`src/rtl/ttag_pkg.sv`:
```
// Shared constants, types and helper functions of the tensor transpose address generator.
// No dependencies. Used by every module under rtl/.
`default_nettype none

package ttag_pkg;

	// Core sizing
	localparam int MAX_RANK    = 4;
	localparam int EXTENT_BITS = 12;
	localparam int IDX_W       = 48;

	// Register field widths
	localparam int RANK_W       = 3;
	localparam int EXT_CFG_W    = 13;
	localparam int AXIS_CFG_W   = 12;
	localparam int AXIS_FIELD_W = 3;
	localparam int CFG_DATA_W   = 13;
	localparam int CFG_INDEX_W  = 3;
	localparam int NUM_EXT_REGS = 4;

	// Reset values of the registers
	localparam logic [RANK_W-1:0]     RANK_RESET   = RANK_W'(4);
	localparam logic [EXT_CFG_W-1:0]  EXT_RESET    = EXT_CFG_W'(1);
	localparam logic [AXIS_CFG_W-1:0] AXIS_RESET   = '0;
	localparam logic                  REVERSE_RESET = 1'b1;

	// Derived widths
	localparam int COORD_W  = EXTENT_BITS;
	localparam int EXT_W    = EXTENT_BITS + 1;
	localparam int ERANK_W  = $clog2(MAX_RANK + 1);
	localparam int NORM_W   = ERANK_W + 2;
	localparam int PERM_W   = (MAX_RANK > 1) ? $clog2(MAX_RANK) : 1;
	localparam int STRIDE_FULL_W = EXTENT_BITS * (MAX_RANK - 1) + 1;
	localparam int STRIDE_W = (STRIDE_FULL_W < IDX_W) ? STRIDE_FULL_W : IDX_W;

	// Pipeline and output queue sizing
	localparam int SUM_LVL     = (MAX_RANK > 1) ? $clog2(MAX_RANK) : 1;
	localparam int SUM_LEAVES  = 1 << SUM_LVL;
	localparam int PIPE_DEPTH  = MAX_RANK + 1 + SUM_LVL;
	localparam int QUEUE_DEPTH = 1 << $clog2(PIPE_DEPTH + 2);
	localparam int QPTR_W      = $clog2(QUEUE_DEPTH);
	localparam int QCNT_W      = QPTR_W + 1;

	// Register indexes
	typedef enum logic [CFG_INDEX_W-1:0] {
		REG_RANK        = 3'd0,
		REG_EXTENT_0    = 3'd1,
		REG_EXTENT_1    = 3'd2,
		REG_EXTENT_2    = 3'd3,
		REG_EXTENT_3    = 3'd4,
		REG_AXIS_ORDER  = 3'd5,
		REG_USE_REVERSE = 3'd6
	} cfg_reg_t;

	// Per-cell odometer control
	typedef struct packed {
		logic advance;
		logic restart;
		logic active;
	} cell_ctrl_t;

	// One finished result
	typedef struct packed {
		logic [IDX_W-1:0] dst;
		logic [IDX_W-1:0] src;
		logic             last;
		logic             bad;
	} result_t;

	// Clamp the rank register to 1..MAX_RANK
	function automatic logic [ERANK_W-1:0] eff_rank(input logic [RANK_W-1:0] r);
		int v;
		v = int'(r);
		if (v < 1) v = 1;
		if (v > MAX_RANK) v = MAX_RANK;
		return ERANK_W'(v);
	endfunction

	// Clamp an extent register to 1..2^EXTENT_BITS
	function automatic logic [EXT_W-1:0] eff_extent(input logic [EXT_CFG_W-1:0] e);
		int v;
		v = int'(e);
		if (v < 1) v = 1;
		if (v > (1 << EXTENT_BITS)) v = 1 << EXTENT_BITS;
		return EXT_W'(v);
	endfunction

	// Pick the source-axis field of one output axis, zero past the register
	function automatic logic [AXIS_FIELD_W-1:0] axis_field(input logic [AXIS_CFG_W-1:0] ao,
			input int d);
		logic [AXIS_CFG_W-1:0] sh;
		sh = ao >> (AXIS_FIELD_W * d);
		return sh[AXIS_FIELD_W-1:0];
	endfunction

endpackage

`default_nettype wire

```
`src/rtl/ttag_cell.sv`:
```
// One cell of the odometer chain: an output coordinate digit, its delay line and its
// source term, plus the input stride of the axis with the same number. Uses ttag_pkg.
`default_nettype none

module ttag_cell (
	input  wire logic                             clk,
	input  wire logic                             arst_n,
	input  wire ttag_pkg::cell_ctrl_t             ctrl,
	input  wire logic [ttag_pkg::COORD_W-1:0]     oext_m1,
	input  wire logic                             carry_in,
	output logic                                  carry_out,
	output logic                                  at_last,
	input  wire logic [ttag_pkg::STRIDE_W-1:0]    stride_in,
	input  wire logic [ttag_pkg::EXT_W-1:0]       ext_in,
	output logic [ttag_pkg::STRIDE_W-1:0]         stride,
	input  wire logic [ttag_pkg::STRIDE_W-1:0]    stride_sel,
	output logic [ttag_pkg::IDX_W-1:0]            term
);

	localparam int PROD_W   = ttag_pkg::COORD_W + ttag_pkg::STRIDE_W;
	localparam int SPROD_W  = ttag_pkg::STRIDE_W + ttag_pkg::EXT_W;

	logic [ttag_pkg::COORD_W-1:0]  coord_q;
	logic [ttag_pkg::COORD_W-1:0]  coord_cur;
	logic                          wrap;
	logic [ttag_pkg::COORD_W-1:0]  coord_dly_q [ttag_pkg::MAX_RANK];
	logic [PROD_W-1:0]             prod;
	logic [ttag_pkg::IDX_W-1:0]    term_q;
	logic [SPROD_W-1:0]            stride_prod;
	logic [ttag_pkg::STRIDE_W-1:0] stride_q;

	// Digit as seen by this transaction
	assign coord_cur = ctrl.restart ? '0 : coord_q;
	assign wrap      = (coord_cur >= oext_m1);
	assign carry_out = ctrl.active && carry_in && wrap;
	assign at_last   = (coord_cur == oext_m1);

	// Advance the digit on acceptance; restart clears unused digits too
	always_ff @(posedge clk or negedge arst_n) begin
		if (!arst_n) begin
			coord_q <= '0;
		end else if (ctrl.advance) begin
			if (ctrl.active && carry_in) begin
				coord_q <= wrap ? '0 : coord_cur + ttag_pkg::COORD_W'(1);
			end else begin
				coord_q <= coord_cur;
			end
		end
	end

	// Delay the digit until the strides have settled
	always_ff @(posedge clk) begin
		coord_dly_q[0] <= coord_cur;
		for (int k = 1; k < ttag_pkg::MAX_RANK; k++) begin
			coord_dly_q[k] <= coord_dly_q[k-1];
		end
	end

	// Weight the digit by the stride of its source axis
	assign prod = coord_dly_q[ttag_pkg::MAX_RANK-1] * stride_sel;

	always_ff @(posedge clk) begin
		term_q <= ctrl.active ? ttag_pkg::IDX_W'(prod) : '0;
	end

	assign term = term_q;

	// Input stride: product of the extents inside this axis, fed by the inner neighbor
	assign stride_prod = stride_in * ext_in;

	always_ff @(posedge clk or negedge arst_n) begin
		if (!arst_n) begin
			stride_q <= ttag_pkg::STRIDE_W'(1);
		end else begin
			stride_q <= ttag_pkg::STRIDE_W'(stride_prod);
		end
	end

	assign stride = stride_q;

endmodule

`default_nettype wire

```
`config.mk`:
```
export PLATFORM = sky130hd
export DESIGN_NAME = ttag_cell
export DESIGN_NICKNAME = d
export VERILOG_FILES = /design/src/rtl/ttag_pkg.sv /design/src/rtl/ttag_cell.sv
export SDC_FILE = /design/constraint.sdc
export NUM_CORES = 2
export LEC_CHECK = 0
export ABC_AREA = 1
export BUFFER_PORTS_ARGS = -buffer_cell sky130_fd_sc_hd__buf_2
export CAP_MARGIN = 20
export CORE_ASPECT_RATIO = 1.4
export CORE_UTILIZATION = 65
export DETAILED_ROUTE_END_ITERATION = 10
export GPL_TIMING_DRIVEN = 0
export PLACE_DENSITY = 0.82
export SLEW_MARGIN = 20
export SYNTH_ARGS = -nofsm -noshare
export SYNTH_HDL_FRONTEND = slang
export SYNTH_SLANG_ARGS = --single-unit
```
`constraint.sdc`:
```
create_clock -name clk -period 5.9 [get_ports clk]
set_input_delay 0.59 -clock clk [delete_from_list [all_inputs] [get_ports clk]]
set_output_delay 0.59 -clock clk [all_outputs]
set_load 0.03 [all_outputs]
```
==> impl_metrics.env <==
export IMPL_status="completed"
export IMPL_wl_mm=95.1
export IMPL_timing_final_crit_share=0.982
export IMPL_netlist_instances=4172
export IMPL_ys_flop_type="dfxtp_1"
export IMPL_io_buffers=178
export IMPL_power_density_nw_per_um2=391
export IMPL_fmax_mhz=173
export IMPL_yosysUniqueCellTypes=47
export IMPL_fp_dieH_um=262
export IMPL_p_clk_frac=0.085
export IMPL_clk_pin_slew_ns=0.08
export IMPL_yosysTopAreaCell="fa_1"
export IMPL_drt_pass1_iter_count=6
export IMPL_critPathMaxFanout=10
export IMPL_synth_edff_count=0
export IMPL_yosysMostFrequentCell="nand2_1"
export IMPL_dieArea_um2=49100
export IMPL_arrival_ns=6.16
export IMPL_synth_top_area_share=0.422
export IMPL_fp_dieW_um=188
export IMPL_drive_gt1_frac=0.0763
export IMPL_crit_top_cell="nand2_1"
export IMPL_endpoint_kind="flip-flop"
export IMPL_dp_hpwl_mm=80.9
export IMPL_ios=192
export IMPL_power_w=0.0132
export IMPL_cts_buffers=17
export IMPL_gp_routability_congestion=1.12
export IMPL_routedWlPerCell_um=19.1
export IMPL_synth_seq_cells=145
export IMPL_placed_cells_incl_taps=4974
export IMPL_overflow=0
export IMPL_placed_area_um2=33000
export IMPL_stdcell_count=4992
export IMPL_worstMarginPinSlew_ns=0.966
export IMPL_ys_top_cells_by_area="fa_1, nand2_1, inv_1"
export IMPL_viasPerCell=5.41
export IMPL_p_sw_w=0.00775
export IMPL_crit_required_ns=6.27
export IMPL_synth_async_sr_flop_share=0.338
export IMPL_synth_nets=5093
export IMPL_root_buffer="clkbuf_16"
export IMPL_grt_max_degree=50
export IMPL_finalSetupTns_ns=0
export IMPL_power_leakage_nw=19.9
export IMPL_grt_total_usage=0.405
export IMPL_design_area_um2=33700
export IMPL_synthTopCellsByCount="nand2_1, inv_1, fa_1"
export IMPL_ctsLongestPathBuffers=2
export IMPL_dr_wl_met2_mm=47.9
export IMPL_detail_route_antenna_nets=0
export IMPL_slew_violations=0
export IMPL_synthToLayoutAreaGrowth_pct=7.52
export IMPL_cp_slowest_cell="dfxtp_1"
export IMPL_max_stage_delay_ns=0.84
export IMPL_slew_headroom=0.356
export IMPL_clkSinkCount=145
export IMPL_drc=0
export IMPL_start_util=0.663
export IMPL_holdWs_ns=0.153
export IMPL_drt_iter0_markers=1918
export IMPL_min_path_type="in2async"
export IMPL_multi_input_comb_area_um2=23100
export IMPL_ys_seq_area_frac=0.100
export IMPL_n_fill_cell=4004
export IMPL_finalHoldViolations=0
export IMPL_avgSynthCellArea_um2=7.51
export IMPL_cts_tree="yes"
export IMPL_final_nets=5275
export IMPL_syn_cell_area_um2=31400
export IMPL_vias=27000
export IMPL_crit_type="reg2reg"
export IMPL_rsz0062_at_grt="false"
export IMPL_finalClockSkew_ns=0.0135
export IMPL_cp_cell_sequence="buf_1, nand2_1, fa_1, inv_1, fa_1, fa_1, inv_1, fa_1, inv_1, ha_1, nand2_1, inv_1, a21oi_1, nand2_1, nand2_1, nand2_1, nand2_1, nand3_1, nand2_1, nand2_1, nor2_1"
export IMPL_regArea_um2=3180
export IMPL_critPathLaunchType="flip-flop"
export IMPL_p_int_w=0.00544
export IMPL_antenna_found_initial=0
export IMPL_htree_levels=4
export IMPL_grt_pass1_wl_mm=149
export IMPL_power_frac_comb=0.814
export IMPL_finalSetupViolations=0
export IMPL_seq_power_share=0.101
export IMPL_switching_share=0.588
export IMPL_core_area_um2=47300
export IMPL_met3_length_mm=6.60
export IMPL_worstSkewPairLatency_ns=0.46
export IMPL_route_top_layer_used="met4"
export IMPL_num_rows=94
export IMPL_min_period_ns=5.79
export IMPL_irDropWorstVdd_mv=1.31
export IMPL_grt_pass1_vias=28700
export IMPL_wl_met1_mm=29.6
export IMPL_maxCapViolations=0
export IMPL_synth_warning_count=0
-- state kept, by name (all words and copies together), names as in the netlist --
| register | flops |
|---|---|
| coord_dly_q | 48 |
| stride | 37 |
| coord_q | 12 |
| term | 48 |
-- layer usage --
metal / track usage / vias to the layer above
li1: - / 12100
met1: 0.399 / 13100
met2: 0.721 / 1351
met3: 0.0586 / 465
met4: 0.409 / 0
met5: 0 / -
-- cell usage in the layout, fill, tap and decap left out, drive strengths merged, types with 28 or more instances in the layout --
cell,instances
nand2,1307
nor2,176
o21ai,60
nand3,90
dfrtp,48
fa,661
a21oi,111
ha,155
clkbuf,114
xor2,28
dfxtp,96
buf,233
inv,1185
-- critical path: cells and delay by family (launching register included) --
family	cells	cell delay, ns
flops	1	0.84
fa+ha+maj	5	2.43
simple gates	10	1.23
buf+inv	5	0.85
compound gates	1	0.32
-- cell families after synthesis --
family	Yosys count	share of synthesized area
flip-flops	145	0.100
XOR/XNOR	38	0.0106
buffers and inverters	1344	0.162
AO/OA/AOI/OAI	214	0.0380
AND/OR/NAND/NOR	1615	0.205
adder cells (fa/ha/maj)	816	0.484
-- what timing repair did --
item                       CTS  global route
hold buffers                 0             0
setup endpoints to repair   38            32
buffers inserted             0             0
hold endpoints to repair     0             0
gates resized for setup     30            62
cloned                       0             0
-- layout make-up --
| class | instances | area share |
|---|---|---|
| antenna | 1 | 0.0000742 |
| buffer | 152 | 0.0200 |
| clock buffer | 17 | 0.0126 |
| clock inverter | 15 | 0.00549 |
| inverter | 1177 | 0.131 |
| multi-input combinational | 2683 | 0.687 |
| sequential | 145 | 0.0944 |
| tap | 624 | 0.0232 |
| timing repair buffer | 178 | 0.0265 |
-- power by group through the flow --
stage | Sequential [W] | Combinational [W] | Clock [W]
finish | 0.00133 | 0.0107 | 0.00112
global route | 0.00134 | 0.0118 | 0.00117
CTS | 0.00133 | 0.0105 | 0.00112
detailed placement | 0.00135 | 0.0105 | 0
global placement | 0.00135 | 0.0103 | 0
floorplan | 0.00163 | 0.00686 | 0
-- metrics by stage --
| stage | setup WS [ns] | utilization |
|---|---|---|
| floorplan | 0.833 | - |
| global route | 0.00103 | 0.713 |
| global placement | -0.586 | 0.698 |
| finish | 0.107 | 0.713 |
| detailed placement | -0.640 | 0.698 |
| CTS | 0.0380 | 0.711 |
-- path summary, 6_finish.rpt --
kind,start,to,slack (ns),depth (start not counted)
setup / recovery,coord_dly_q[3][2],term[38],0.11,21
hold / removal,arst_n,stride[4],0.15,1
setup reg to reg,coord_dly_q[3][2],term[38],0.11,21
hold reg to reg,coord_dly_q[2][8],coord_dly_q[3][8],0.31,0
max in group asynchronous,arst_n,stride[22],5.25,1
min in group clk,coord_dly_q[2][8],coord_dly_q[3][8],0.31,0
Note: power is estimated with default switching activity, not from simulation.
