<file path="src/rtl/ttag_pkg.sv">
// Shared constants, types and helper functions of the tensor transpose address generator.
// No dependencies. Used by every module under rtl/.
`default_nettype none

package ttag_pkg;

	// Core sizing
	localparam int MAX_RANK    = 4;
	localparam int EXTENT_BITS = 12;
	localparam int IDX_W       = 48;

	// Register field widths
	localparam int RANK_W       = 3;
	localparam int EXT_CFG_W    = 13;
	localparam int AXIS_CFG_W   = 12;
	localparam int AXIS_FIELD_W = 3;
	localparam int CFG_DATA_W   = 13;
	localparam int CFG_INDEX_W  = 3;
	localparam int NUM_EXT_REGS = 4;

	// Reset values of the registers
	localparam logic [RANK_W-1:0]     RANK_RESET   = RANK_W'(4);
	localparam logic [EXT_CFG_W-1:0]  EXT_RESET    = EXT_CFG_W'(1);
	localparam logic [AXIS_CFG_W-1:0] AXIS_RESET   = '0;
	localparam logic                  REVERSE_RESET = 1'b1;

	// Derived widths
	localparam int COORD_W  = EXTENT_BITS;
	localparam int EXT_W    = EXTENT_BITS + 1;
	localparam int ERANK_W  = $clog2(MAX_RANK + 1);
	localparam int NORM_W   = ERANK_W + 2;
	localparam int PERM_W   = (MAX_RANK > 1) ? $clog2(MAX_RANK) : 1;
	localparam int STRIDE_FULL_W = EXTENT_BITS * (MAX_RANK - 1) + 1;
	localparam int STRIDE_W = (STRIDE_FULL_W < IDX_W) ? STRIDE_FULL_W : IDX_W;

	// Pipeline and output queue sizing
	localparam int SUM_LVL     = (MAX_RANK > 1) ? $clog2(MAX_RANK) : 1;
	localparam int SUM_LEAVES  = 1 << SUM_LVL;
	localparam int PIPE_DEPTH  = MAX_RANK + 1 + SUM_LVL;
	localparam int QUEUE_DEPTH = 1 << $clog2(PIPE_DEPTH + 2);
	localparam int QPTR_W      = $clog2(QUEUE_DEPTH);
	localparam int QCNT_W      = QPTR_W + 1;

	// Register indexes
	typedef enum logic [CFG_INDEX_W-1:0] {
		REG_RANK        = 3'd0,
		REG_EXTENT_0    = 3'd1,
		REG_EXTENT_1    = 3'd2,
		REG_EXTENT_2    = 3'd3,
		REG_EXTENT_3    = 3'd4,
		REG_AXIS_ORDER  = 3'd5,
		REG_USE_REVERSE = 3'd6
	} cfg_reg_t;

	// Per-cell odometer control
	typedef struct packed {
		logic advance;
		logic restart;
		logic active;
	} cell_ctrl_t;

	// One finished result
	typedef struct packed {
		logic [IDX_W-1:0] dst;
		logic [IDX_W-1:0] src;
		logic             last;
		logic             bad;
	} result_t;

	// Clamp the rank register to 1..MAX_RANK
	function automatic logic [ERANK_W-1:0] eff_rank(input logic [RANK_W-1:0] r);
		int v;
		v = int'(r);
		if (v < 1) v = 1;
		if (v > MAX_RANK) v = MAX_RANK;
		return ERANK_W'(v);
	endfunction

	// Clamp an extent register to 1..2^EXTENT_BITS
	function automatic logic [EXT_W-1:0] eff_extent(input logic [EXT_CFG_W-1:0] e);
		int v;
		v = int'(e);
		if (v < 1) v = 1;
		if (v > (1 << EXTENT_BITS)) v = 1 << EXTENT_BITS;
		return EXT_W'(v);
	endfunction

	// Pick the source-axis field of one output axis, zero past the register
	function automatic logic [AXIS_FIELD_W-1:0] axis_field(input logic [AXIS_CFG_W-1:0] ao,
			input int d);
		logic [AXIS_CFG_W-1:0] sh;
		sh = ao >> (AXIS_FIELD_W * d);
		return sh[AXIS_FIELD_W-1:0];
	endfunction

endpackage

`default_nettype wire

</file>
<file path="src/rtl/ttag_sum.sv">
// Registered adder tree that folds the cell terms into the source index.
// Uses ttag_pkg.
`default_nettype none

module ttag_sum (
	input  wire logic                          clk,
	input  wire logic [ttag_pkg::IDX_W-1:0]    terms [ttag_pkg::MAX_RANK],
	output logic [ttag_pkg::IDX_W-1:0]         sum
);

	localparam int LEAVES = ttag_pkg::SUM_LEAVES;

	logic [ttag_pkg::IDX_W-1:0] leaf   [LEAVES];
	logic [ttag_pkg::IDX_W-1:0] node_q [1:LEAVES-1];

	// Pad the leaves to a power of two
	for (genvar i = 0; i < LEAVES; i++) begin : g_leaf
		if (i < ttag_pkg::MAX_RANK) begin : g_term
			assign leaf[i] = terms[i];
		end else begin : g_pad
			assign leaf[i] = '0;
		end
	end

	// Heap-ordered nodes, each level registered
	for (genvar i = 1; i < LEAVES; i++) begin : g_node
		if (2 * i >= LEAVES) begin : g_bottom
			always_ff @(posedge clk) begin
				node_q[i] <= leaf[2*i-LEAVES] + leaf[2*i+1-LEAVES];
			end
		end else begin : g_upper
			always_ff @(posedge clk) begin
				node_q[i] <= node_q[2*i] + node_q[2*i+1];
			end
		end
	end

	assign sum = node_q[1];

endmodule

`default_nettype wire

</file>
<file path="config.mk">
export PLATFORM = sky130hd
export DESIGN_NAME = ttag_sum
export DESIGN_NICKNAME = d
export VERILOG_FILES = /design/src/rtl/ttag_pkg.sv /design/src/rtl/ttag_sum.sv
export SDC_FILE = /design/constraint.sdc
export NUM_CORES = 1
export LEC_CHECK = 0
export BUFFER_PORTS_ARGS = -buffer_cell sky130_fd_sc_hd__buf_4
export CAP_MARGIN = 25
export CORE_ASPECT_RATIO = 0.8
export CORE_UTILIZATION = 57
export CTS_BUF_LIST = sky130_fd_sc_hd__clkbuf_4 sky130_fd_sc_hd__clkbuf_8
export DETAILED_ROUTE_END_ITERATION = 10
export MAX_ROUTING_LAYER = met4
export PLACE_DENSITY_LB_ADDON = 0.2
export SLEW_MARGIN = 5
export SYNTH_ARGS = -nofsm -noshare
export SYNTH_HDL_FRONTEND = slang
export SYNTH_SLANG_ARGS = --single-unit
export TNS_END_PERCENT = 20
</file>
<file path="constraint.sdc">
create_clock -name clk -period 3.6 [get_ports clk]
set_input_delay 0 -clock clk [delete_from_list [all_inputs] [get_ports clk]]
set_output_delay 0 -clock clk [all_outputs]
set_load 0.1 [all_outputs]
</file>
==> PnR_summary.wiki <==
{| class="wikitable"
! Metric !! Value
|-
| Cell area after technology mapping || ~11000 um^2
|-
| Number of H-tree branching levels || 4
|-
| Total number of vias || approximately 11000
|-
| Via-per-instance ratio || approximately 5.9
|-
| Routed Antenna Nets || 0
|-
| Core region area || 19090 um^2
|-
| Number of antenna violations at the first check in global routing || 0
|-
| Instance area after placement || 12750 um^2
|-
| Final Critical Period || 3.413 ns
|-
| Status || complete, no violations
|-
| End of the worst register-to-register path || node_q[0][90]
|-
| Min-delay src || terms[190]
|-
| Multiplexer share of the synthesized area || 0.001010
|-
| Routed wire length per instance || about 17 um
|-
| Count of mapped cells out of synthesis || 1311
|-
| Area fraction in compound gates after synthesis || 0.2819
|-
| Global-route wire length before repair || around 50 mm
|-
| Final layout net count || 1917
|-
| DRC Markers || 0
|-
| Proportion of layout cells with a drive suffix above 1 || 0.1965
|-
| Share of Yosys cell area claimed by the top area cell type || 0.2586
|-
| Non-filler cells in the finished layout || 1852
|-
| Routability congestion estimate from global placement || between 0.9 and 1
|-
| Maximum net fanout on the critical path || 4
|-
| Fin crit share || 0.9480
|-
| Worst clock skew || 0.01433 ns
|-
| FF-to-FF path depth || 12
|-
| Total Wirelength || about 32 mm
|-
| Worst skew pair latency || between 0.4 and 0.5 ns
|-
| Path type of the worst setup path || in2reg
|-
| Cell accounting for the most synthesized area || sky130_fd_sc_hd__dfxtp_1
|-
| Clock Pin Slew Worst Setup and Hold Paths || 0.09 ns
|-
| Pwr dens || 695.6 nW/um^2
|-
| Root Driver || sky130_fd_sc_hd__clkbuf_8
|-
| Area occupied by multi-input gates || about 7600 um^2
|-
| Combinational family with the most area after synthesis || compound AO/OA/AOI/OAI gates
|-
| Sequential area share after synthesis || 0.2586
|-
| Net count after synthesis || between 1500 and 2000
|-
| WP data arrival || roughly 3.8 ns
|-
| Vias in the first global route || roughly 10000
|-
| Register bit count reported by yosys || about 140
|-
| Launching point of the worst reg2reg path || node_q[0][96]
|-
| IO Count || around 240
|-
| Max_cap viols || 0
|-
| Leading cell types by total area after synthesis || sky130_fd_sc_hd__dfxtp_1 26%, sky130_fd_sc_hd__ha_1 16%, sky130_fd_sc_hd__a21oi_1 6.8%, sky130_fd_sc_hd__xnor2_1 6.5%, sky130_fd_sc_hd__a21o_1 5.6%
|-
| Area used by sequential logic in the layout || between 2000 and 3000 um^2
|-
| Layout overhead on the synthesized area || 26.61%
|-
| Hold Crit Class || in2reg
|-
| Adder and majority gate portion of the synthesized area || 0.1636
|-
| Final slew viol count || 0
|-
| Slew of the pin with the lowest slew margin || 0.5697 ns
|-
| Number of setup violations in the final report || 0
|-
| Hold Path Sink || node_q[0][143]
|-
| Simple-gate area share of the yosys netlist || 0.1338
|-
| Number of violations reported at the end of detailed-routing iteration 0 || 807
|-
| Register with the highest flop count || node_q
|-
| TritonCTS clock tree || done
|-
| Starting density of the core || 0.5841
|-
| Crit start category || input port
|-
| Cell total after placement || ~1700
|-
| Count of instances resized after the clock tree is built || 0
|-
| Number of standard-cell rows in the floorplan || 45
|-
| Biggest regs || node_q x144
|-
| Number of stages on the worst hold path || 4
|-
| Maximum number of pins on one net before global-route repair || 17
|-
| Max FFs per register || 144
|-
| Die boundary width || about 160 um
|-
| Leakage dissipation || between 6 and 7 nW
|-
| Layout filler cell count || ~1500
|-
| Summed negative setup slack over all endpoints || 0 ns
|-
| Post-synthesis share of cell area spent on xor and xnor gates || 0.1029
|-
| Top flip-flop cell by instance count after synthesis || sky130_fd_sc_hd__dfxtp_1
|-
| Count of unique library cells instantiated by Yosys || 75
|-
| Maximum clock path buffer count || 2
|-
| Number of sinks handled by clock tree synthesis || 144
|-
| Number of buffers added by the clock tree synthesis step || 17
|-
| Peak supply drop || just over 800 uV
|-
| RSZ-0062 raised after global routing || no
|-
| Area of all placed cells without fillers || between 10000 and 15000 um^2
|-
| Total die area || 20130 um^2
|-
| Number of synthesized flops with an enable pin || 0
|-
| I/O Buffers || 240
|-
| DP HPWL || about 25 mm
|-
| Critical path data required time || 3.97 ns
|-
| Number of search-and-repair iterations in the first detailed-routing pass || 5
|-
| Nature of the critical path endpoint || flop
|-
| Worst-case register-to-register setup slack || around 0.54 ns
|-
| Max transition margin || 0.6192
|-
| Average cell area after synthesis || roughly 8.5 um^2
|-
| Maximum frequency from static timing analysis || a little under 0.3 GHz
|-
| Count of final hold-check violations || 0
|-
| Global route overflow || 0
|-
| Die Ht || between 100 and 150 um
|-
| Share of flip-flops with an asynchronous set or reset || 0
|-
| Total routing resource utilization after global routing || 0.3287
|-
| Count of yosys warnings during synthesis || 0
|}
[synthesized netlist by cell type, drive strengths merged, types with 32 or more instances]
| master | instances |
|---|---|
| a21o | 83 |
| a21oi | 159 |
| buf | 56 |
| clkbuf | 32 |
| dfxtp | 144 |
| ha | 141 |
| inv | 33 |
| nand2 | 88 |
| nand3 | 34 |
| nor2 | 66 |
| o21ai | 76 |
| xnor2 | 83 |
| xor2 | 48 |
[cell type report]
type / count / share of cell area
antenna: 1 / 0.0001773
clock buffer: 18 / 0.01711
clock inverter: 14 / 0.01010
inverter: 33 / 0.008775
multi-input combinational: 1046 / 0.5396
sequential: 144 / 0.2042
tap: 258 / 0.02287
timing repair buffer: 338 / 0.1971
[power breakdown]
part	switching, mW	internal, mW	total [mW]
logic	4.21	1.98	6.19
clock network	0.633	0.618	1.25
registers	0.227	2.15	2.38
total	5.07	4.75	9.82
[how the worst max path moves through the flow]
stage | cells past startpoint | endpoint | start | slack [ns]
5_1_grt | 14 | node_q[0][191] | terms[49] | 0.009
3_3_place_gp | 13 | node_q[0][136] | terms[96] | 0.64
6_report | 14 | node_q[0][191] | terms[49] | 0.19
2_1_floorplan | 12 | node_q[0][88] | node_q[0][96] | 0.99
4_1_cts | 14 | node_q[0][191] | terms[49] | 0.35
3_5_place_dp | 13 | node_q[0][136] | terms[96] | 0.52
[timing repair]
item	CTS	global route
hold buffers	98	0
buffers inserted	0	0
hold endpoints to repair	51	0
[through the flow]
stage / setup slack (ns) / utilization / hold WS [ns] / power (mW)
3_3_place_gp: 0.6374 / 0.6679 / 0.2294 / 8.297
5_1_grt: 0.009486 / 0.7394 / 0.01034 / 10.37
3_5_place_dp: 0.5245 / 0.6679 / 0.2240 / 8.348
6_report: 0.1870 / 0.7396 / 0.005540 / 9.820
2_1_floorplan: 0.9948 / - / 0.1203 / 7.394
4_1_cts: 0.3512 / 0.7394 / 0.0003282 / 9.738
[worst max-delay path: stages]
cell and delay, ns:
sky130_fd_sc_hd__dlygate4sd3_1 0.54, sky130_fd_sc_hd__buf_4 0.15, sky130_fd_sc_hd__ha_1 0.28, sky130_fd_sc_hd__a21o_1 0.14
sky130_fd_sc_hd__a21oi_2 0.09, sky130_fd_sc_hd__o21ai_1 0.24, sky130_fd_sc_hd__o22a_1 0.31, sky130_fd_sc_hd__a31o_4 0.24
sky130_fd_sc_hd__a22oi_1 0.13, sky130_fd_sc_hd__a2111oi_1 0.56, sky130_fd_sc_hd__o2111ai_1 0.22, sky130_fd_sc_hd__o2bb2ai_1 0.19
sky130_fd_sc_hd__xnor2_1 0.14, sky130_fd_sc_hd__dlygate4sd3_1 0.55
[cell usage in the layout, fill, tap and decap left out, drive strengths merged, types with 11 or more instances in the layout]
| cell type | n |
|---|---|
| nand3 | 34 |
| nand2 | 88 |
| a21oi | 159 |
| ha | 141 |
| a31oi | 20 |
| and3 | 20 |
| a21o | 83 |
| o21bai | 27 |
| xnor2 | 83 |
| nor2 | 66 |
| nand4 | 20 |
| nor2b | 24 |
| xor2 | 48 |
| nor3 | 16 |
| dlygate4sd3 | 98 |
| inv | 34 |
| clkbuf | 18 |
| nand2b | 11 |
| dfxtp | 144 |
| buf | 240 |
| o21ai | 76 |
[per-layer routing]
metal,up-vias,global-route usage,part of all wire,routed length [um]
li1,5299,-,-,-
met1,4981,0.4804,0.48,15450
met2,542,0.4445,0.40,12680
met3,78,0.06343,0.092,2932
met4,0,0.1103,0.027,851
met5,-,-,0,0
[cell families (layout without fill, tap and decap cells)]
family                     after synthesis  in the layout
AOI/OAI and AO/OA                      466            466
and+or+nand+nor                        304            304
adders and majority gates              144            144
DFF                                    144            144
xor gates and xnor gates               131            131
buffers and inverters                  121            403
muxes                                    1              1
other                                    0              1
No activity file was read; power rests on OpenSTA's default activity.
