===== src/rtl/ttag_pkg.sv =====
// Shared constants, types and helper functions of the tensor transpose address generator.
// No dependencies. Used by every module under rtl/.
`default_nettype none

package ttag_pkg;

	// Core sizing
	localparam int MAX_RANK    = 4;
	localparam int EXTENT_BITS = 12;
	localparam int IDX_W       = 48;

	// Register field widths
	localparam int RANK_W       = 3;
	localparam int EXT_CFG_W    = 13;
	localparam int AXIS_CFG_W   = 12;
	localparam int AXIS_FIELD_W = 3;
	localparam int CFG_DATA_W   = 13;
	localparam int CFG_INDEX_W  = 3;
	localparam int NUM_EXT_REGS = 4;

	// Reset values of the registers
	localparam logic [RANK_W-1:0]     RANK_RESET   = RANK_W'(4);
	localparam logic [EXT_CFG_W-1:0]  EXT_RESET    = EXT_CFG_W'(1);
	localparam logic [AXIS_CFG_W-1:0] AXIS_RESET   = '0;
	localparam logic                  REVERSE_RESET = 1'b1;

	// Derived widths
	localparam int COORD_W  = EXTENT_BITS;
	localparam int EXT_W    = EXTENT_BITS + 1;
	localparam int ERANK_W  = $clog2(MAX_RANK + 1);
	localparam int NORM_W   = ERANK_W + 2;
	localparam int PERM_W   = (MAX_RANK > 1) ? $clog2(MAX_RANK) : 1;
	localparam int STRIDE_FULL_W = EXTENT_BITS * (MAX_RANK - 1) + 1;
	localparam int STRIDE_W = (STRIDE_FULL_W < IDX_W) ? STRIDE_FULL_W : IDX_W;

	// Pipeline and output queue sizing
	localparam int SUM_LVL     = (MAX_RANK > 1) ? $clog2(MAX_RANK) : 1;
	localparam int SUM_LEAVES  = 1 << SUM_LVL;
	localparam int PIPE_DEPTH  = MAX_RANK + 1 + SUM_LVL;
	localparam int QUEUE_DEPTH = 1 << $clog2(PIPE_DEPTH + 2);
	localparam int QPTR_W      = $clog2(QUEUE_DEPTH);
	localparam int QCNT_W      = QPTR_W + 1;

	// Register indexes
	typedef enum logic [CFG_INDEX_W-1:0] {
		REG_RANK        = 3'd0,
		REG_EXTENT_0    = 3'd1,
		REG_EXTENT_1    = 3'd2,
		REG_EXTENT_2    = 3'd3,
		REG_EXTENT_3    = 3'd4,
		REG_AXIS_ORDER  = 3'd5,
		REG_USE_REVERSE = 3'd6
	} cfg_reg_t;

	// Per-cell odometer control
	typedef struct packed {
		logic advance;
		logic restart;
		logic active;
	} cell_ctrl_t;

	// One finished result
	typedef struct packed {
		logic [IDX_W-1:0] dst;
		logic [IDX_W-1:0] src;
		logic             last;
		logic             bad;
	} result_t;

	// Clamp the rank register to 1..MAX_RANK
	function automatic logic [ERANK_W-1:0] eff_rank(input logic [RANK_W-1:0] r);
		int v;
		v = int'(r);
		if (v < 1) v = 1;
		if (v > MAX_RANK) v = MAX_RANK;
		return ERANK_W'(v);
	endfunction

	// Clamp an extent register to 1..2^EXTENT_BITS
	function automatic logic [EXT_W-1:0] eff_extent(input logic [EXT_CFG_W-1:0] e);
		int v;
		v = int'(e);
		if (v < 1) v = 1;
		if (v > (1 << EXTENT_BITS)) v = 1 << EXTENT_BITS;
		return EXT_W'(v);
	endfunction

	// Pick the source-axis field of one output axis, zero past the register
	function automatic logic [AXIS_FIELD_W-1:0] axis_field(input logic [AXIS_CFG_W-1:0] ao,
			input int d);
		logic [AXIS_CFG_W-1:0] sh;
		sh = ao >> (AXIS_FIELD_W * d);
		return sh[AXIS_FIELD_W-1:0];
	endfunction

endpackage

`default_nettype wire


===== src/rtl/ttag_queue.sv =====
// Output queue that decouples the fixed-latency pipeline from the result consumer.
// Uses ttag_pkg.
`default_nettype none

module ttag_queue (
	input  wire logic                clk,
	input  wire logic                arst_n,
	input  wire logic                push,
	input  wire ttag_pkg::result_t   push_data,
	input  wire logic                pop,
	output logic                     head_valid,
	output ttag_pkg::result_t        head
);

	ttag_pkg::result_t            slot_q [ttag_pkg::QUEUE_DEPTH];
	logic [ttag_pkg::QPTR_W:0]    wr_ptr_q;
	logic [ttag_pkg::QPTR_W:0]    rd_ptr_q;

	// Advance the pointers
	always_ff @(posedge clk or negedge arst_n) begin
		if (!arst_n) begin
			wr_ptr_q <= '0;
			rd_ptr_q <= '0;
		end else begin
			if (push) wr_ptr_q <= wr_ptr_q + (ttag_pkg::QPTR_W+1)'(1);
			if (pop)  rd_ptr_q <= rd_ptr_q + (ttag_pkg::QPTR_W+1)'(1);
		end
	end

	// Store the incoming result
	always_ff @(posedge clk) begin
		if (push) slot_q[wr_ptr_q[ttag_pkg::QPTR_W-1:0]] <= push_data;
	end

	assign head_valid = (wr_ptr_q != rd_ptr_q);
	assign head       = slot_q[rd_ptr_q[ttag_pkg::QPTR_W-1:0]];

endmodule

`default_nettype wire


===== config.mk =====
export PLATFORM = sky130hd
export DESIGN_NAME = ttag_queue
export DESIGN_NICKNAME = d
export VERILOG_FILES = /design/src/rtl/ttag_pkg.sv /design/src/rtl/ttag_queue.sv
export SDC_FILE = /design/constraint.sdc
export NUM_CORES = 1
export LEC_CHECK = 0
export BUFFER_PORTS_ARGS = -buffer_cell sky130_fd_sc_hd__buf_2
export CELL_PAD_IN_SITES_DETAIL_PLACEMENT = 0
export CELL_PAD_IN_SITES_GLOBAL_PLACEMENT = 1
export CORE_MARGIN = 8
export CORE_UTILIZATION = 35
export CTS_CLUSTER_DIAMETER = 80
export CTS_CLUSTER_SIZE = 40
export DETAILED_ROUTE_END_ITERATION = 10
export GPL_ROUTABILITY_DRIVEN = 0
export PLACE_DENSITY = 0.55
export SETUP_SLACK_MARGIN = 0.05
export SYNTH_ARGS = -nofsm -noshare
export SYNTH_HDL_FRONTEND = slang
export SYNTH_SLANG_ARGS = --single-unit
export TNS_END_PERCENT = 10

===== constraint.sdc =====
create_clock -name clk -period 21.2 [get_ports clk]
set_input_delay 0 -clock clk [delete_from_list [all_inputs] [get_ports clk]]
set_output_delay 0 -clock clk [all_outputs]
set_load 0.02 [all_outputs]

==> out/metrics.yaml, run 1 <==
syn_area_um2: 60200
maxSlewHeadroom_pct: 19.7
cp_data_arrival_time_ps: 5440
antenna_found_initial: 17
yosys.area.top_type_share_pct: 78.3
ys_seq_elements: 1578
power_mw: 8.74
grt_use_total_pct: 16.0
cp_slowest_stage_delay_ps: 940
cts_tree: "built"
drt-vias-per-instance: 5.33
min_period_ps: 5440
dieArea_um2: 185000
async_reset_ff_share_pct: 0.634
cts.sink_count: 1578
rows: 152
yosysUniqueCellTypes: 28
drc: 0
timing.hold.ws_ps: 132
ys_top_cells_by_count: "1568 x edfxtp_1, 294 x mux2i_1, 294 x mux4_2"
fin_crit_sh_pct: 25.7
clock_skew_ps: 51.8
reg2reg_from: "wr_ptr_q[0]$_DFFE_PN0P_"
grt_max_degree: 140
p_leak_nw: 21.3
postRouteAntennaNets: 0
synth_area_per_cell_um2: 22.5
status: "finished clean"
startpoint_type: "register"
required_ps: 21200
synthesis.instances: 2674
synth-simple-area-share_pct: 0.252
synth_compound_area_share_pct: 3.47
grt_pass1_vias: 29578
die_y_um: 431
startpoint: "rd_ptr_q[1]$_DFFE_PN0P_"
clockBufferDepth: 3
critical_path_class: "reg -> out"
cap_violations: 0
synth_fp_nets: 2782
cts_resized: 0
cts_max_level: 3
p_per_area_nw_per_um2: 129
grt_overflow: 0
drtPass1Iterations: 5
reg2reg_slack_ps: 17400
synth_top_area_cell: "edfxtp_1"
rr_worst_depth: 5
die_w_um: 431
portBuffers: 200
drt_iter0_drc: 2557
end_kind: "output pin"
rsz0062_at_grt: "no"
cp.depth: 8
grt_first_pass_wirelength_um: 217000
path_buf_inv: 4
tightestPinTransition_ps: 1200
setup_viol_count_final: 0
synthAdderAreaFrac_pct: 0.125
ys.warnings.count: 0
vdd_ir_drop_max_mv: 0.102
vias: 27917
synth_area_leaders: "edfxtp_1 78%, mux4_2 11%, mux2i_1 4.9%"
totalWireLength_um: 152000
slowest_stage: "buf_4"
synth_xor_area_share_pct: 0.189
fillers: 15058
worstPathMaxFanout: 139
synth_top_family_by_area: "multiplexers"
endpoint: "head[55]"
synth_flop_cell: "edfxtp_1"
finalSetupTns_ps: 0
clockRootBuffer: "clkbuf_16"
fmax_mhz: 184
wl_per_cell_um: 29.1
clkLatencyLatePin_ps: 720
core_area_um2: 171000
synth_most_common_cell: "edfxtp_1"
hp-class: "in -> reg"
synth_edf_count: 1568
ioPinCount: 201
crit_family: "buffers and inverters"
path_cells: "buf_12 -> buf_4 -> buf_4 -> mux2i_1 -> a22oi_1 -> mux2i_1 -> o21ai_1 -> buf_2"
synthMuxAreaShare_pct: 15.9
dp_hpwl_um: 72200
clkSlewWorstSetupHoldPaths_ps: 110
r2r_end: "slot_q[3][72]$_DFFE_PP_"
fin_nets: 3048
drive_gt1_share_pct: 23.1
areaGrowthSynthToFinish_pct: 12.4
seq_area_frac_synth_pct: 78.7
finalHoldViolCount: 0
start_util_pct: 35.2
maxSlewViolCount: 0
cts_inserted_buffers: 72
-- flip-flops by register name (all words and copies together), names as in the netlist --
register / flops
wr_ptr_q: 5
rd_ptr_q: 5
slot_q: 1568
-- layer usage --
layer	GRT usage, %	wire (µm)	vias up
li1	-	-	11878
met1	20.8	64300	15379
met2	28.7	79500	495
met3	2.13	5310	163
met4	3.81	3250	2
met5	0	12	-
-- stage by stage --
| stage | setup WS (ps) | cell area (µm²) | std cells | utilization (%) |
|---|---|---|---|---|
| global placement | 16330 | 63800 | 4997 | 37.3 |
| global route | 15350 | 67600 | 5233 | 39.5 |
| detailed placement | 16290 | 63800 | 4997 | 37.3 |
| CTS | 15500 | 67600 | 5231 | 39.5 |
| floorplan | 13130 | 60200 | 2674 | - |
| finish | 15760 | 67600 | 5237 | 39.5 |
-- power by group --
part           switching, mW  leakage [nW]  internal, mW
sequential             0.128          14.3          3.75
combinational           1.89          5.65          1.13
clock                   1.09          1.32         0.758
-- layout by cell type, fill, tap and decap left out, drive strengths merged, types with 13 or more instances in the layout --
cell type    instances
a32oi               98
edfxtp            1568
clkinv              20
o21ai               99
mux4               294
buf                246
inv                 32
mux2i              294
nor2                13
clkbuf              80
dlygate4sd3        102
a22oi               98
-- cells by family (layout without fill, tap and decap cells) --
family,Yosys count,after routing
flip-flops,1578,1578
multiplexers,589,589
AO/OA/AOI/OAI,295,295
buffers and inverters,159,483
AND/OR/NAND/NOR,34,34
XOR/XNOR,13,13
adder cells (fa/ha/maj),6,6
other,0,6
-- worst min path at each step --
| stage | from | to | slack [ps] | depth (start not counted) |
|---|---|---|---|---|
| 6_report | pop | rd_ptr_q[0]$_DFFE_PN0P_ | 130 | 3 |
| 5_1_grt | pop | rd_ptr_q[0]$_DFFE_PN0P_ | 110 | 3 |
| 4_1_cts | pop | rd_ptr_q[0]$_DFFE_PN0P_ | 80 | 3 |
| 3_5_place_dp | arst_n | rd_ptr_q[4]$_DFFE_PN0P_ | -120 | 1 |
| 3_3_place_gp | arst_n | wr_ptr_q[4]$_DFFE_PN0P_ | -120 | 1 |
| 2_1_floorplan | arst_n | rd_ptr_q[0]$_DFFE_PN0P_ | -300 | 0 |
-- worst min-delay path, cell delays in order --
cell	delay, ps
dlygate4sd3_1	540
buf_2	160
xor2_1	80
-- final cells by class --
type	count	area (µm²)	area share (%)
flip-flops and latches	1578	47300	70.0
inverters	3	13.8	0.0204
clock inverters	52	832	1.23
multi-input cells	937	12100	17.9
diodes	6	15.0	0.0222
well taps	2233	2790	4.13
repair buffers	348	2570	3.80
clock buffers	80	1930	2.85
-- repair_timing --
item	CTS	global route
setup buffers	0	0
endpoints found under the setup margin	0	0
hold buffers	102	0
endpoints found under the hold margin	1603	0
Power figures use the tool's default switching activity.
==> run 2, diff against run 1 <==
==> constraint.sdc (replaced) <==
create_clock -name clk -period 5.3 [get_ports clk]
set_input_delay 0 -clock clk [delete_from_list [all_inputs] [get_ports clk]]
set_output_delay 0 -clock clk [all_outputs]
set_load 0.02 [all_outputs]
==> run 2 against run 1 <==
Via count rose by 0.83%. Non-clock buffer count rose by 20. Global-route usage rose by 0.067 points. Critical endpoint is now head[83]. Setup slack got worse by 14000 ps. Utilization rose by 0.44 points. Sequential cell count did not move.
==> out/metrics.yaml, run 2 (synthesized netlist as in run 1, its figures left out) <==
grt_max_degree: 128
critical_path_class: "reg -> out"
cp_data_arrival_time_ps: 3600
finalSetupTns_ps: 0
fillers: 15041
clockBufferDepth: 3
clkLatencyLatePin_ps: 730
worstPathMaxFanout: 38
layout_commonest_cell: "edfxtp_1"
setup_viol_count_final: 0
start_util_pct: 35.2
dieArea_um2: 185000
reg2reg_from: "wr_ptr_q[2]$_DFFE_PN0P_"
cts_setup_buffers: 0
clock_skew_ps: 60.4
grt_use_total_pct: 16.1
power_mw: 35.8
rr_worst_depth: 3
fmax_mhz: 278
cts_tree: "built"
vias: 28148
fin_nets: 3078
required_ps: 5300
clockRootBuffer: "clkbuf_16"
grt_overflow: 0
core_area_um2: 171000
antenna_found_initial: 17
status: "finished clean"
fin_area_um2: 68400
hp-class: "in -> reg"
startpoint_type: "register"
end_kind: "output pin"
drt-vias-per-instance: 5.34
r2r_end: "slot_q[14][50]$_DFFE_PP_"
fin_crit_sh_pct: 67.9
drc: 0
timing.hold.ws_ps: 174
drt_iter0_drc: 2653
layout_setup_ws_ps: 1700
vdd_ir_drop_max_mv: 0.773
die_w_um: 431
reg2reg_slack_ps: 2410
min_period_ps: 3600
tightestPinTransition_ps: 1170
ioPinCount: 201
cts_resized: 0
p_per_area_nw_per_um2: 523
dpl_cell_area_um2: 64100
die_y_um: 431
p_leak_nw: 21.6
worstHoldStart: "pop"
maxSlewHeadroom_pct: 21.9
grt_pass1_vias: 29933
totalWireLength_um: 153000
rsz0062_at_grt: "no"
layout_common_cells: "1568 x edfxtp_1, 294 x mux4_2, 294 x mux2i_1"
cts_max_level: 3
areaGrowthSynthToFinish_pct: 13.6
maxSlewViolCount: 0
drtPass1Iterations: 6
cts_inserted_buffers: 82
cts.sink_count: 1578
cap_violations: 0
rows: 152
whs_path_depth: 3
postRouteAntennaNets: 0
dp_hpwl_um: 75700
finalHoldViolCount: 0
clkSlewWorstSetupHoldPaths_ps: 100
grt_first_pass_wirelength_um: 218000
drive_gt1_share_pct: 24.1
wl_per_cell_um: 29.0
min_to: "rd_ptr_q[0]$_DFFE_PN0P_"
largest_reg_flops: 1568
pre_cts_ws_ps: 2300
portBuffers: 200
[run 2: changes by cell type in the layout (fill, tap and decap cells not counted), moves of 3 or more]
cell       previous run  this run
clkinv_8              5        12
inv_8                 3         6
buf_12               16        27
clkbuf_16            76        85
buf_4                30        39
inv_16               11        14
clkinv_2              6         1
[run 2: worst max-delay path by stage]
stage               slack, ps                    start                endpoint
floorplan               -2750  wr_ptr_q[1]$_DFFE_PN0P_  slot_q[1][0]$_DFFE_PP_
global placement         2310  rd_ptr_q[0]$_DFFE_PN0P_                head[93]
detailed placement       2300  rd_ptr_q[0]$_DFFE_PN0P_                head[83]
CTS                      1490  rd_ptr_q[0]$_DFFE_PN0P_                head[83]
global route             1500  rd_ptr_q[0]$_DFFE_PN0P_                 head[2]
finish                   1700  rd_ptr_q[0]$_DFFE_PN0P_                head[83]
[run 2: layer usage]
layer | share of wire [%] | GRT usage [%] | vias up | wire [µm]
met2 | 52 | 28.8 | 573 | 79700
met4 | 1.9 | 3.04 | 6 | 2880
met3 | 3.5 | 2.18 | 170 | 5310
li1 | - | - | 11984 | -
met5 | 0.024 | 0 | - | 36
met1 | 43 | 21.1 | 15415 | 65200
[run 2: worst max-delay path, stage by stage (launching register included)]
cell and delay, ps:
dfrtp_4 660, nor2b_4 570, buf_4 700, a22oi_1 220
a32oi_1 250, o21ai_1 210, buf_2 240
[run 2: final cells by class]
cell class	count	area, µm²	area share [%]
Sequential cell	1578	47300	69.2
Multi-Input combinational cell	937	12100	17.8
Timing Repair Buffer	368	2860	4.18
Tap cell	2233	2790	4.09
Clock buffer	87	2130	3.12
Clock inverter	64	1080	1.58
Antenna cell	6	15.0	0.0220
Inverter	3	13.8	0.0201
[run 2: stage by stage]
step                      instances  utilization (%)
after floorplan                2674                -
final                          5276             40.0
after global placement         5017             37.5
after global routing           5273             39.9
after detailed placement       5017             37.5
after CTS                      5270             39.9
[run 2: what timing repair did]
item                                    in CTS  in global routing
hold buffers                               102                  0
endpoints found under the setup margin       0                  0
endpoints found under the hold margin     1599                  0
[run 2: report_power, final]
group / internal (mW) / switching, mW / leakage, nW
clock: 3.42 / 4.68 / 1.53
sequential: 15.0 / 0.454 / 14.3
combinational: 4.62 / 7.61 / 5.80
total: 23.0 / 12.7 / 21.6
==> run 3, diff against run 2 <==
--- a/config.mk
+++ b/config.mk
@@ -5,6 +5,7 @@
 export SDC_FILE = /design/constraint.sdc
 export NUM_CORES = 1
 export LEC_CHECK = 0
+export ABC_AREA = 1
 export BUFFER_PORTS_ARGS = -buffer_cell sky130_fd_sc_hd__buf_2
 export CELL_PAD_IN_SITES_DETAIL_PLACEMENT = 0
 export CELL_PAD_IN_SITES_GLOBAL_PLACEMENT = 1
@@ -14,7 +15,7 @@
 export CTS_CLUSTER_SIZE = 40
 export DETAILED_ROUTE_END_ITERATION = 10
 export GPL_ROUTABILITY_DRIVEN = 0
-export PLACE_DENSITY = 0.55
+export PLACE_DENSITY = 0.6
 export SETUP_SLACK_MARGIN = 0.05
 export SYNTH_ARGS = -nofsm -noshare
 export SYNTH_HDL_FRONTEND = slang
==> constraint.sdc (replaced) <==
create_clock -name clk -period 3.69 [get_ports clk]
set_input_delay 0 -clock clk [delete_from_list [all_inputs] [get_ports clk]]
set_output_delay 0 -clock clk [all_outputs]
set_load 0.02 [all_outputs]
==> run 3 against run 2 <==
Non-clock buffer count is 35 higher. Critical endpoint is now head[6]. Sequential share of layout area fell by 8.5 points. Count of clock-buffer cells in the layout is 19 higher. Highest routed layer unchanged. Via count increased by 56%. Setup slack worse by 1300 ps.
==> out/metrics.yaml, run 3 <==
status: "finished clean"
worstPathMaxFanout: 36
grt_overflow: 0
end_kind: "output pin"
clockRootBuffer: "clkbuf_16"
antenna_found_initial: 13
fin_area_um2: 77900
whs_path_depth: 3
synth_flop_cell: "edfxtp_1"
rows: 162
synth_area_per_cell_um2: 10.1
ys.warnings.count: 0
die_w_um: 458
p_leak_nw: 34.1
clkSlewWorstSetupHoldPaths_ps: 100
grt_use_total_pct: 17.1
drive_gt1_share_pct: 7.43
p_per_area_nw_per_um2: 745
maxSlewHeadroom_pct: 33.1
drt_iter0_drc: 3087
start_util_pct: 35.2
reg2reg_from: "wr_ptr_q[0]$_DFFE_PN0P_"
async_reset_ff_share_pct: 0.634
worstHoldStart: "pop"
critical_path_class: "reg -> out"
r2r_end: "slot_q[10][36]$_DFFE_PP_"
drc: 0
finalHoldViolCount: 0
reg2reg_slack_ps: 1270
finalNonFillerCells: 9684
ioPinCount: 201
clock_skew_ps: 27.9
timing.hold.ws_ps: 99.3
dpl.cell_count: 9373
totalWireLength_um: 184000
grt_pass1_vias: 42416
required_ps: 3690
synthesis.instances: 6762
vdd_ir_drop_max_mv: 0.783
layout_common_cells: "2369 x nand2_1, 1568 x edfxtp_1, 1474 x inv_1"
cts_tree: "built"
cp_data_arrival_time_ps: 3310
rsz0062_at_grt: "no"
synth_most_common_cell: "nand2_1"
min_period_ps: 3310
clkLatencyLatePin_ps: 770
die_y_um: 458
vias: 43807
fmax_mhz: 302
postRouteAntennaNets: 0
cts.sink_count: 1578
drt-vias-per-instance: 4.52
cts_inserted_buffers: 105
cap_violations: 0
portBuffers: 200
min_to: "rd_ptr_q[0]$_DFFE_PN0P_"
grt_first_pass_wirelength_um: 276000
clockBufferDepth: 3
layout_commonest_cell: "nand2_1"
cts_max_level: 3
yosys.area.top_type_share_pct: 68.7
fin_crit_sh_pct: 89.7
wl_per_cell_um: 19.0
fillers: 18789
core_area_um2: 195000
rr_worst_depth: 5
dp_hpwl_um: 93400
syn_area_um2: 68500
tightestPinTransition_ps: 1000
setup_viol_count_final: 0
synth_edf_count: 1568
areaGrowthSynthToFinish_pct: 13.7
largest_reg_flops: 1568
drtPass1Iterations: 7
fin_nets: 7066
yosysUniqueCellTypes: 20
cts_setup_buffers: 0
dpl_cell_area_um2: 72800
grt_max_degree: 148
synth_top_area_cell: "edfxtp_1"
seq_area_frac_synth_pct: 69.1
synth_area_leaders: "edfxtp_1 69%, nand2_1 13%, inv_1 8.1%"
ys_top_cells_by_count: "2369 x nand2_1, 1568 x edfxtp_1, 1475 x inv_1"
dieArea_um2: 210000
maxSlewViolCount: 0
startpoint_type: "register"
ys_seq_elements: 1578
synth_fp_nets: 6870
hp-class: "in -> reg"
run 3: worst max-delay path by stage:
stage          cells after the start                    start                endpoint  slack [ps]
2_1_floorplan                      4  wr_ptr_q[0]$_DFFE_PN0P_  slot_q[8][0]$_DFFE_PP_        -130
3_3_place_gp                       8  rd_ptr_q[2]$_DFFE_PN0P_                 head[8]        1110
3_5_place_dp                       8  rd_ptr_q[2]$_DFFE_PN0P_                 head[8]        1070
4_1_cts                            8  rd_ptr_q[2]$_DFFE_PN0P_                 head[8]         220
5_1_grt                            8  rd_ptr_q[2]$_DFFE_PN0P_                 head[8]         180
6_report                           8  rd_ptr_q[2]$_DFFE_PN0P_                 head[6]         380
run 3: cell families after synthesis:
group	after synthesis	share of synthesized area (%)
buffers and inverters	1793	10.4
DFF	1578	69.1
AOI/OAI and AO/OA	4	0.0292
xor gates and xnor gates	11	0.141
adders and majority gates	6	0.110
and+or+nand+nor	3370	20.3
run 3: critical path, cell delays in order (launching register included):
cell and delay (ps):
dfrtp_4 910, nand2_1 230, inv_4 360, buf_12 350, nand2_1 90, nand2_1 80, inv_1 40, nand2_1 230
buf_2 230
run 3: repair_timing:
item                      4_1_cts  5_1_grt
hold buffers                  102        0
hold endpoints to repair     1587        0
resized for setup               0        0
run 3: power breakdown:
group,switching [mW],internal [mW]
registers,0.490,21.5
logic,16.2,6.04
clock network,7.18,6.63
total,23.9,34.2
run 3: final cells by class:
cell class,count,area [µm²],share of cell area [%]
antenna,10,25.0,0.0321
sequential,1578,47300,60.8
inverter,1479,5590,7.17
timing repair buffer,403,3390,4.36
tap,2624,3280,4.21
clock buffer,106,2650,3.40
clock inverter,93,1430,1.83
multi-input combinational,3391,14200,18.2
run 3: layer usage:
metal  vias up  global-route usage [%]  part of all wire (%)
met5         -                       0                0.0065
met2       675                    30.0                    49
met1     21242                    22.8                    45
met4         2                    3.90                   2.2
li1      21669                       -                     -
met3       219                    2.06                   3.2
run 3: metrics by stage:
stage	total power [mW]	util [%]	setup TNS [ps]	setup slack (ps)
after floorplan	36.7	-	-160400	-128
after global placement	45.3	37.4	0	1110
after detailed placement	45.3	37.4	0	1070
after CTS	59.2	40.0	0	223
after global routing	61.8	40.0	0	179
final	58.0	40.0	0	381
